==> config.mk <==
export PLATFORM = sky130hd
export DESIGN_NAME = rectilinear_point_in_polygon_flat
export DESIGN_NICKNAME = d
export VERILOG_FILES = /design/src/rpip_pkg.sv /design/src/rpip_if.sv /design/src/rectilinear_point_in_polygon.sv /design/src/rpip_ctrl.sv /design/src/rpip_datapath.sv /design/src/flat_wrapper.sv
export SDC_FILE = /design/constraint.sdc
export NUM_CORES = 2
export LEC_CHECK = 0
export ABC_CLOCK_PERIOD_IN_PS = 11100
export CAP_MARGIN = 20
export CORE_MARGIN = 10
export CORE_UTILIZATION = 50
export CTS_BUF_LIST = sky130_fd_sc_hd__clkbuf_4
export DETAILED_ROUTE_END_ITERATION = 12
export DONT_BUFFER_PORTS = 1
export PLACE_DENSITY = 0.74
export SETUP_SLACK_MARGIN = 0.02
export SLEW_MARGIN = 5
export SYNTH_ARGS = -nofsm -noshare
export SYNTH_HDL_FRONTEND = slang
export SYNTH_SLANG_ARGS = --single-unit
==> constraint.sdc <==
create_clock -name clk_i -period 11.1 [get_ports clk_i]
set_clock_uncertainty 0.2 [all_clocks]
set_input_delay 1.11 -clock clk_i [delete_from_list [all_inputs] [get_ports clk_i]]
set_output_delay 1.11 -clock clk_i [all_outputs]
set_load 0.01 [all_outputs]
==> src/rpip_pkg.sv <==
`timescale 1ns / 1ps

package rpip_pkg;

  localparam int MaxVerticesDef = 64;
  localparam int CoordBitsDef   = 32;

  localparam int CountBits      = 7;
  localparam int SlotBits       = 6;
  localparam int PortCoordBits  = 32;

  // The winding sum is kept in quarter turns.
  localparam int WindFullDeg    = 360;
  localparam int WindStepDeg    = 90;
  localparam int WindFullSteps  = WindFullDeg / WindStepDeg;

  localparam logic KindLoad  = 1'b0;
  localparam logic KindQuery = 1'b1;

  typedef enum logic [1:0] {
    StIdle,
    StWalk,
    StDone
  } rpip_state_e;

  typedef struct packed {
    logic load;
    logic start;
    logic issue;
    logic commit;
  } rpip_cmd_t;

  typedef struct packed {
    logic out_busy;
  } rpip_status_t;

endpackage

==> src/rpip_if.sv <==
`timescale 1ns / 1ps

interface rpip_in_if;
  logic                                    valid;
  logic                                    ready;
  logic                                    kind;
  logic [rpip_pkg::SlotBits-1:0]           vertex_index;
  logic signed [rpip_pkg::PortCoordBits-1:0] x_coord;
  logic signed [rpip_pkg::PortCoordBits-1:0] y_coord;
  logic                                    last;

  modport source (output valid, kind, vertex_index, x_coord, y_coord, last, input ready);
  modport sink   (input valid, kind, vertex_index, x_coord, y_coord, last, output ready);
endinterface

interface rpip_out_if;
  logic valid;
  logic ready;
  logic point_inside;
  logic group_all_inside;
  logic group_end;

  modport source (output valid, point_inside, group_all_inside, group_end, input ready);
  modport sink   (input valid, point_inside, group_all_inside, group_end, output ready);
endinterface

==> src/rectilinear_point_in_polygon.sv <==
`timescale 1ns / 1ps

// Point-in-polygon tester for rectilinear outlines. Vertex loads write one entry
// of the vertex memory. A query walks the first n stored vertices (n is
// vertex_count, capped at MAX_VERTICES) through the single read port of that
// memory, one vertex per cycle, checking corners, edges and the quadrant winding
// sum in the same pass; its result is registered in the done state once the
// output is free, and only then does the block return to idle to take the next
// item. The result register lets the block take the next item while a result
// still waits; a query finishing while the previous result is still pending
// holds until that result is taken. The user must write vertex_count only while
// the block is idle, and the block does not enforce this; vertices that a query
// reads must have been loaded first.
module rectilinear_point_in_polygon #(
  parameter int MAX_VERTICES = rpip_pkg::MaxVerticesDef,
  parameter int COORD_BITS   = rpip_pkg::CoordBitsDef
) (
  input  logic                           clk_i,
  input  logic                           rst_ni,
  input  logic                           cfg_we_i,
  input  logic [rpip_pkg::CountBits-1:0] cfg_data_i,
  rpip_in_if.sink                        in_i,
  rpip_out_if.source                     out_o
);

  localparam int CW = $clog2(MAX_VERTICES + 1);
  localparam int AW = $clog2(MAX_VERTICES);

  rpip_pkg::rpip_cmd_t    cmd;
  rpip_pkg::rpip_status_t status;
  logic [CW-1:0]          n;
  logic [AW-1:0]          rd_addr;

  rpip_ctrl #(
    .MAX_VERTICES (MAX_VERTICES)
  ) u_ctrl (
    .clk_i      (clk_i),
    .rst_ni     (rst_ni),
    .in_valid_i (in_i.valid),
    .in_kind_i  (in_i.kind),
    .n_i        (n),
    .status_i   (status),
    .in_ready_o (in_i.ready),
    .cmd_o      (cmd),
    .rd_addr_o  (rd_addr)
  );

  rpip_datapath #(
    .MAX_VERTICES (MAX_VERTICES),
    .COORD_BITS   (COORD_BITS)
  ) u_datapath (
    .clk_i              (clk_i),
    .rst_ni             (rst_ni),
    .cfg_we_i           (cfg_we_i),
    .cfg_data_i         (cfg_data_i),
    .cmd_i              (cmd),
    .rd_addr_i          (rd_addr),
    .vertex_index_i     (in_i.vertex_index),
    .x_coord_i          (in_i.x_coord),
    .y_coord_i          (in_i.y_coord),
    .last_i             (in_i.last),
    .out_ready_i        (out_o.ready),
    .n_o                (n),
    .status_o           (status),
    .out_valid_o        (out_o.valid),
    .point_inside_o     (out_o.point_inside),
    .group_all_inside_o (out_o.group_all_inside),
    .group_end_o        (out_o.group_end)
  );

endmodule

==> src/rpip_ctrl.sv <==
`timescale 1ns / 1ps

module rpip_ctrl #(
  parameter int MAX_VERTICES = rpip_pkg::MaxVerticesDef
) (
  input  logic                               clk_i,
  input  logic                               rst_ni,
  input  logic                               in_valid_i,
  input  logic                               in_kind_i,
  input  logic [$clog2(MAX_VERTICES+1)-1:0]  n_i,
  input  rpip_pkg::rpip_status_t             status_i,
  output logic                               in_ready_o,
  output rpip_pkg::rpip_cmd_t                cmd_o,
  output logic [$clog2(MAX_VERTICES)-1:0]    rd_addr_o
);

  localparam int CW = $clog2(MAX_VERTICES + 1);
  localparam int AW = $clog2(MAX_VERTICES);

  rpip_pkg::rpip_state_e state_q, state_d;
  logic [CW-1:0]         idx_q, idx_d;
  logic                  walk_end;

  assign walk_end  = (idx_q == n_i);
  assign rd_addr_o = idx_q[AW-1:0];

  always_comb begin
    state_d = state_q;
    case (state_q)
      rpip_pkg::StIdle: begin
        if (in_valid_i && in_kind_i == rpip_pkg::KindQuery) state_d = rpip_pkg::StWalk;
      end
      rpip_pkg::StWalk: begin
        if (walk_end) state_d = rpip_pkg::StDone;
      end
      rpip_pkg::StDone: begin
        if (!status_i.out_busy) state_d = rpip_pkg::StIdle;
      end
      default: state_d = rpip_pkg::StIdle;
    endcase
  end

  always_comb begin
    in_ready_o   = 1'b0;
    cmd_o        = '0;
    idx_d        = idx_q;
    case (state_q)
      rpip_pkg::StIdle: begin
        in_ready_o   = 1'b1;
        idx_d        = '0;
        cmd_o.load   = in_valid_i && (in_kind_i == rpip_pkg::KindLoad);
        cmd_o.start  = in_valid_i && (in_kind_i == rpip_pkg::KindQuery);
      end
      rpip_pkg::StWalk: begin
        if (!walk_end) begin
          cmd_o.issue = 1'b1;
          idx_d       = idx_q + CW'(1);
        end
      end
      rpip_pkg::StDone: begin
        cmd_o.commit = !status_i.out_busy;
      end
      default: begin
        idx_d = '0;
      end
    endcase
  end

  always_ff @(posedge clk_i or negedge rst_ni) begin
    if (!rst_ni) begin
      state_q <= rpip_pkg::StIdle;
      idx_q   <= '0;
    end else begin
      state_q <= state_d;
      idx_q   <= idx_d;
    end
  end

endmodule

==> src/rpip_datapath.sv <==
`timescale 1ns / 1ps

module rpip_datapath #(
  parameter int MAX_VERTICES = rpip_pkg::MaxVerticesDef,
  parameter int COORD_BITS   = rpip_pkg::CoordBitsDef
) (
  input  logic                                       clk_i,
  input  logic                                       rst_ni,
  input  logic                                       cfg_we_i,
  input  logic [rpip_pkg::CountBits-1:0]             cfg_data_i,
  input  rpip_pkg::rpip_cmd_t                        cmd_i,
  input  logic [$clog2(MAX_VERTICES)-1:0]            rd_addr_i,
  input  logic [rpip_pkg::SlotBits-1:0]              vertex_index_i,
  input  logic signed [rpip_pkg::PortCoordBits-1:0]  x_coord_i,
  input  logic signed [rpip_pkg::PortCoordBits-1:0]  y_coord_i,
  input  logic                                       last_i,
  input  logic                                       out_ready_i,
  output logic [$clog2(MAX_VERTICES+1)-1:0]          n_o,
  output rpip_pkg::rpip_status_t                     status_o,
  output logic                                       out_valid_o,
  output logic                                       point_inside_o,
  output logic                                       group_all_inside_o,
  output logic                                       group_end_o
);

  localparam int CW = $clog2(MAX_VERTICES + 1);
  localparam int AW = $clog2(MAX_VERTICES);
  localparam int WW = $clog2(MAX_VERTICES) + 2;

  // Vertex store: one write port for loads, one registered read port for the walk.
  logic signed [COORD_BITS-1:0] mem_x [MAX_VERTICES];
  logic signed [COORD_BITS-1:0] mem_y [MAX_VERTICES];
  logic signed [COORD_BITS-1:0] rd_x_q, rd_y_q;
  logic                         wr_en;
  logic [AW-1:0]                wr_addr;

  logic [rpip_pkg::CountBits-1:0] count_q;
  logic [31:0]                    count_ext;

  logic signed [COORD_BITS-1:0] px_q, py_q, ax_q, ay_q;
  logic                         last_q, dv_q, has_prev_q;
  logic                         corner_q, edge_q;
  logic signed [WW-1:0]         wind_q, wind_d;
  logic                         corner_d, edge_d;
  logic                         group_q;
  logic                         out_valid_q, inside_q, all_q, end_q;

  logic agx, alx, agy, aly, bgx, blx, bgy, bly;
  logic qa1, qa2, qa3, qa4, qb1, qb2, qb3, qb4;
  logic step_up, step_dn, pt_inside;

  assign count_ext = 32'(count_q);
  assign n_o = (count_ext > 32'(MAX_VERTICES)) ? CW'(MAX_VERTICES) : CW'(count_ext);

  assign wr_en   = cmd_i.load && (32'(vertex_index_i) < 32'(MAX_VERTICES));
  assign wr_addr = AW'(vertex_index_i);

  always_ff @(posedge clk_i) begin
    if (wr_en) begin
      mem_x[wr_addr] <= x_coord_i[COORD_BITS-1:0];
      mem_y[wr_addr] <= y_coord_i[COORD_BITS-1:0];
    end
    rd_x_q <= mem_x[rd_addr_i];
    rd_y_q <= mem_y[rd_addr_i];
  end

  // Position of the previous vertex (a) and this vertex (b) against the point.
  assign agx = ax_q > px_q;
  assign alx = ax_q < px_q;
  assign agy = ay_q > py_q;
  assign aly = ay_q < py_q;
  assign bgx = rd_x_q > px_q;
  assign blx = rd_x_q < px_q;
  assign bgy = rd_y_q > py_q;
  assign bly = rd_y_q < py_q;

  assign qa1 = agx & agy;
  assign qa2 = alx & agy;
  assign qa3 = alx & aly;
  assign qa4 = agx & aly;
  assign qb1 = bgx & bgy;
  assign qb2 = blx & bgy;
  assign qb3 = blx & bly;
  assign qb4 = bgx & bly;

  assign step_up = (qa1 & qb2) | (qa2 & qb3) | (qa3 & qb4) | (qa4 & qb1);
  assign step_dn = (qa1 & qb4) | (qa2 & qb1) | (qa3 & qb2) | (qa4 & qb3);

  always_comb begin
    corner_d = corner_q;
    edge_d   = edge_q;
    wind_d   = wind_q;
    if (dv_q) begin
      if (rd_x_q == px_q && rd_y_q == py_q) corner_d = 1'b1;
      if (has_prev_q) begin
        if (ay_q == rd_y_q && py_q == ay_q) begin
          if ((alx & bgx) | (blx & agx)) edge_d = 1'b1;
        end else if (ax_q == rd_x_q && px_q == ax_q) begin
          if ((aly & bgy) | (bly & agy)) edge_d = 1'b1;
        end
        if (step_up) begin
          wind_d = wind_q + WW'(1);
        end else if (step_dn) begin
          wind_d = wind_q - WW'(1);
        end
      end
    end
  end

  assign pt_inside = corner_q | edge_q | (wind_q == WW'(rpip_pkg::WindFullSteps));

  always_ff @(posedge clk_i) begin
    if (cmd_i.start) begin
      px_q   <= x_coord_i[COORD_BITS-1:0];
      py_q   <= y_coord_i[COORD_BITS-1:0];
      last_q <= last_i;
    end
    if (dv_q) begin
      ax_q <= rd_x_q;
      ay_q <= rd_y_q;
    end
    if (cmd_i.commit) begin
      inside_q <= pt_inside;
      all_q    <= group_q & pt_inside;
      end_q    <= last_q;
    end
  end

  always_ff @(posedge clk_i or negedge rst_ni) begin
    if (!rst_ni) begin
      count_q     <= '0;
      dv_q        <= 1'b0;
      has_prev_q  <= 1'b0;
      corner_q    <= 1'b0;
      edge_q      <= 1'b0;
      wind_q      <= '0;
      group_q     <= 1'b1;
      out_valid_q <= 1'b0;
    end else begin
      if (cfg_we_i) count_q <= cfg_data_i;
      dv_q <= cmd_i.issue;
      if (cmd_i.start) begin
        has_prev_q <= 1'b0;
        corner_q   <= 1'b0;
        edge_q     <= 1'b0;
        wind_q     <= '0;
      end else begin
        if (dv_q) has_prev_q <= 1'b1;
        corner_q <= corner_d;
        edge_q   <= edge_d;
        wind_q   <= wind_d;
      end
      if (cmd_i.commit) begin
        group_q     <= last_q | (group_q & pt_inside);
        out_valid_q <= 1'b1;
      end else if (out_ready_i) begin
        out_valid_q <= 1'b0;
      end
    end
  end

  assign status_o.out_busy  = out_valid_q & ~out_ready_i;
  assign out_valid_o        = out_valid_q;
  assign point_inside_o     = inside_q;
  assign group_all_inside_o = all_q;
  assign group_end_o        = end_q;

endmodule
==> src/flat_wrapper.sv <==
// flat-port wrapper written by rule: the top's interface ports become plain ports
module rectilinear_point_in_polygon_flat 
#(
  parameter int MAX_VERTICES = rpip_pkg::MaxVerticesDef,
  parameter int COORD_BITS   = rpip_pkg::CoordBitsDef
)
  (clk_i, rst_ni, cfg_we_i, cfg_data_i, in_i_valid, in_i_kind, in_i_vertex_index, in_i_x_coord, in_i_y_coord, in_i_last, in_i_ready, out_o_valid, out_o_point_inside, out_o_group_all_inside, out_o_group_end, out_o_ready);
  rpip_in_if in_i_i ();
  rpip_out_if out_o_i ();
  input  logic clk_i;
  input  logic rst_ni;
  input  logic cfg_we_i;
  input  logic [rpip_pkg::CountBits-1:0] cfg_data_i;
  input wire logic [$bits(in_i_i.valid)-1:0] in_i_valid;
  input wire logic [$bits(in_i_i.kind)-1:0] in_i_kind;
  input wire logic [$bits(in_i_i.vertex_index)-1:0] in_i_vertex_index;
  input wire logic [$bits(in_i_i.x_coord)-1:0] in_i_x_coord;
  input wire logic [$bits(in_i_i.y_coord)-1:0] in_i_y_coord;
  input wire logic [$bits(in_i_i.last)-1:0] in_i_last;
  output wire logic [$bits(in_i_i.ready)-1:0] in_i_ready;
  output wire logic [$bits(out_o_i.valid)-1:0] out_o_valid;
  output wire logic [$bits(out_o_i.point_inside)-1:0] out_o_point_inside;
  output wire logic [$bits(out_o_i.group_all_inside)-1:0] out_o_group_all_inside;
  output wire logic [$bits(out_o_i.group_end)-1:0] out_o_group_end;
  input wire logic [$bits(out_o_i.ready)-1:0] out_o_ready;
  assign in_i_i.valid = in_i_valid;
  assign in_i_i.kind = in_i_kind;
  assign in_i_i.vertex_index = in_i_vertex_index;
  assign in_i_i.x_coord = in_i_x_coord;
  assign in_i_i.y_coord = in_i_y_coord;
  assign in_i_i.last = in_i_last;
  assign in_i_ready = in_i_i.ready;
  assign out_o_valid = out_o_i.valid;
  assign out_o_point_inside = out_o_i.point_inside;
  assign out_o_group_all_inside = out_o_i.group_all_inside;
  assign out_o_group_end = out_o_i.group_end;
  assign out_o_i.ready = out_o_ready;
  rectilinear_point_in_polygon #(.MAX_VERTICES(MAX_VERTICES), .COORD_BITS(COORD_BITS)) u_core (.clk_i(clk_i), .rst_ni(rst_ni), .cfg_we_i(cfg_we_i), .cfg_data_i(cfg_data_i), .in_i(in_i_i), .out_o(out_o_i));
endmodule
==> reports/results.ini <==
[timing]
finalSetupViolCount = 0
max_freq_mhz = 180
worst_slack_ns = 5.54
rsz0062_at_grt = no
period_share_pct = 50.1
drv_slew = 0
tightest_slew_ns = 1.21
fin_tns_setup_ns = 0
relSlewSlack_pct = 19.7
final_hold_viol_count = 0
period_minus_slack_ns = 5.56

[cts]
cts_tree = built
cts_resized = 0
path_clk_slew_ns = 0.08
clk-insertion-delay-late_ns = 1.66
cts_sinks = 4322
cts_root_buf = clkbuf_4
clk_path_buf_depth = 5
numCtsBuffers = 1130
post_cts_buffers = 0
htree_levels = 7
ctsHoldBuffers = 153

[global_route]
met1_usage_pct = 31.2
grt_first_pass_wirelength_um = 611000
grt_start_max_net_pins = 145
grt_busiest_layer = met2
antenna_found_initial = 27
grt_use_total_pct = 24.1
grt_pass1_vias = 84800
met3_usage_pct = 6.47
grtUsageMet2_pct = 38.1
overflow = 0

[setup_path]
rr_worst_depth = 19
critPathBufInv = 1
rrSetupSlack_ns = 5.54
slowest_delay_ns = 0.60
cp_top_family = compound AO/OA/AOI/OAI gates
path_cells = ha_1 -> a21oi_1 -> o21ai_0 -> a221o_1 -> o31a_1 -> o41ai_2 -> buf_4 -> o311ai_2 -> o2bb2ai_4 -> ha_1 -> a21o_1 -> a21oi_1 -> o21bai_1 -> a21oi_1 -> o21bai_1 -> a211oi_1 -> o211ai_1 -> o31a_1 -> mux2i_1
arrival_ns = 6.81
cpMostUsedCell = a21oi_1
r2r_start = u_core.u_datapath.rd_x_q[5]
worst-setup-path-type = reg -> reg
crit_path_end_kind = flop
cp.required_ns = 12.35
crit_path_max_fanout = 10
startpoint_type = flop
r2r_end = u_core.u_datapath.wind_q[7]
crit_start = u_core.u_datapath.rd_x_q[5]
crit_slowest_cell = dfxtp_1
endpoint = u_core.u_datapath.wind_q[7]
crit_cells = 19

[synthesis]
muxShareOfSynthArea_pct = 18.4
synth_commonest_cells = edfxtp_1 (4,228), mux4_2 (1,344), clkbuf_1 (213), ha_1 (135), nor2_1 (94)
synthSimpleGateAreaFrac_pct = 0.912
synth_ff_type = edfxtp_1
yosysTopAreaCell = edfxtp_1
synth_xor_area_share_pct = 0.380
syn_area_per_cell_um2 = 24.7
synth_compound_area_share_pct = 0.585
ys_ff_latch = 4322
synth_area_um2 = 166000
synthCells = 6723
syn_nets = 6943
yosysMostFrequentCell = edfxtp_1
ys_types = 76
synth_top_family_by_area = multiplexers
synth_warnings = 0
synth.top_cell.area_share_pct = 76.6
synth_edf_count = 4228
ys_seq_area_share_pct = 77.8
synthAdderAreaFrac_pct = 1.03
ys_top_cells_by_area = edfxtp_1 (77%), mux4_2 (18%), ha_1 (1.0%), dfxtp_1 (0.77%), clkbuf_1 (0.48%)
async_reset_ff_share_pct = 0.694

[routing]
vias = 81700
antenna_left = 0
drt_iter0_drc = 12100
drt_pass1_iterations = 6
drc = 0
viasPerCell = 6.29
drt_wl_total_um = 427000
post_drt_wl_per_cell_um = 32.8

[cells_and_area]
fill_cells = 23100
area_growth_pct = 13.5
drive_gt1_share_pct = 39.0
fin_nets = 8085

[floorplan]
dieHeight_um = 596
ios = 89
core-area_um2 = 330000
rows = 211
dieWidth_um = 596
dieArea_um2 = 355000
initial_core_util_pct = 50.2

[min_path]
worst_hold_path_type = in -> reg
hold_depth = 2

[pwr]
power_density_nw_per_um2 = 221
p_leak_nw = 59.3
ir_drop_mv = 0.202

[placement]
pre_cts_ws_ns = 5.65
place.gp.congestion = 0.854
numPortBuffers = 0
dp_hpwl_um = 219000

[outcome]
status = complete, no violations

[job]
drv_cap = 0

==> cell type report <==
cell class	count	area, um2	share of cell area (%)
clock inverter	264	1310	0.698
antenna	25	62.6	0.0333
sequential	4322	129000	68.6
tap	4366	5460	2.90
multi-input combinational	2009	35800	19.0
timing repair buffer	321	4160	2.21
clock buffer	1603	12000	6.40
inverter	81	307	0.163
==> worst min path at each step <==
| stage | startpoint | endpoint | slack (ns) |
|---|---|---|---|
| after detailed placement | u_core.u_datapath.last_q | u_core.u_datapath.group_end_o | 0.24 |
| after global routing | in_i_vertex_index[3] | u_core.u_datapath.mem_y[15][3] | 0.10 |
| after global placement | u_core.u_datapath.last_q | u_core.u_datapath.group_end_o | 0.24 |
| final | in_i_vertex_index[3] | u_core.u_datapath.mem_y[15][3] | 0.17 |
| after CTS | in_i_vertex_index[3] | u_core.u_datapath.mem_y[15][3] | 0.02 |
| after floorplan | u_core.u_datapath.last_q | u_core.u_datapath.group_end_o | 0.23 |
==> per-layer routing <==
metal / share of wire, % / vias to the layer above / routed length (um)
met5: 0.021 / - / 91
met4: 4.4 / 14 / 18700
met3: 11 / 939 / 47600
met2: 49 / 5495 / 209000
met1: 35 / 43100 / 151000
li1: - / 32200 / -
==> cell usage in the layout, fill, tap and decap left out, types with 7 or more instances in the layout <==
master / netlist / layout
clkinv_1: 0 / 194
buf_4: 1 / 152
o21ai_0: 28 / 28
dfxtp_1: 64 / 64
xor2_1: 35 / 35
nand4_1: 38 / 38
inv_1: 80 / 79
nor4_1: 20 / 19
xnor2_1: 37 / 37
ha_1: 135 / 135
nor2_1: 94 / 30
nor2_4: 0 / 64
diode_2: 0 / 25
inv_2: 1 / 26
mux2i_1: 8 / 8
nand2_1: 60 / 60
nand3_1: 20 / 20
dlygate4sd3_1: 0 / 87
a21o_1: 8 / 8
clkbuf_4: 0 / 1603
bufinv_16: 0 / 10
dfrtp_1: 29 / 22
clkinv_2: 0 / 30
buf_16: 0 / 68
dfrtp_4: 0 / 7
edfxtp_1: 4228 / 4228
nor2b_1: 14 / 14
mux2_2: 8 / 8
mux4_2: 1344 / 1344
o211ai_1: 7 / 7
buf_12: 0 / 14
nand2b_1: 7 / 7
a21oi_1: 51 / 51
==> cells by family (layout without fill, tap and decap cells) <==
group | Yosys count | after routing
flip-flops | 4322 | 4322
AND/OR/NAND/NOR | 294 | 294
AO/OA/AOI/OAI | 147 | 147
adder cells (fa/ha/maj) | 136 | 136
other | 0 | 25
buffers and inverters | 392 | 2269
multiplexers | 1360 | 1360
XOR/XNOR | 72 | 72
==> through the flow <==
stage / instance area (um2) / util (%) / power, mW / hold WS (ns) / instances
2_1_floorplan: 166000 / - / 25.9 / 0.226 / 6723
3_3_place_gp: 172000 / 52.0 / 28.5 / 0.238 / 10900
3_5_place_dp: 172000 / 52.1 / 28.6 / 0.241 / 10900
4_1_cts: 188000 / 56.9 / 41.9 / 0.0172 / 13000
5_1_grt: 188000 / 57.0 / 43.3 / 0.105 / 13000
6_report: 188000 / 57.0 / 41.6 / 0.173 / 13000
==> worst reg2reg max path: cells and delay by family, from the launching register on <==
kind / cells / cell delay (ns)
DFF: 1 / 0.60
muxes: 1 / 0.12
AOI/OAI and AO/OA: 15 / 3.57
buffers and inverters: 1 / 0.29
adders and majority gates: 2 / 0.66
==> report_power, final <==
part           switching, mW  internal, mW  leakage, nW
registers              0.565          18.3         39.0
logic                   4.86          4.84         12.3
clock network           6.18          6.85         8.06
total                   11.6          30.0         59.3
==> registers in the layout (all words and copies together), names as in the netlist, 2 cells and up <==
signal,count
u_core.u_datapath.mem_x,2048
u_core.u_datapath.mem_y,2048
u_core.u_datapath.ax_q,32
u_core.u_datapath.ay_q,32
u_core.u_datapath.px_q,32
u_core.u_datapath.py_q,32
u_core.u_datapath.rd_x_q,32
u_core.u_datapath.rd_y_q,32
u_core.u_datapath.wind_q,8
u_core.u_ctrl.idx_q,7
u_core.u_datapath.count_q,7
u_core.u_ctrl.state_q,2
Note: power is estimated with default switching activity, not from simulation.
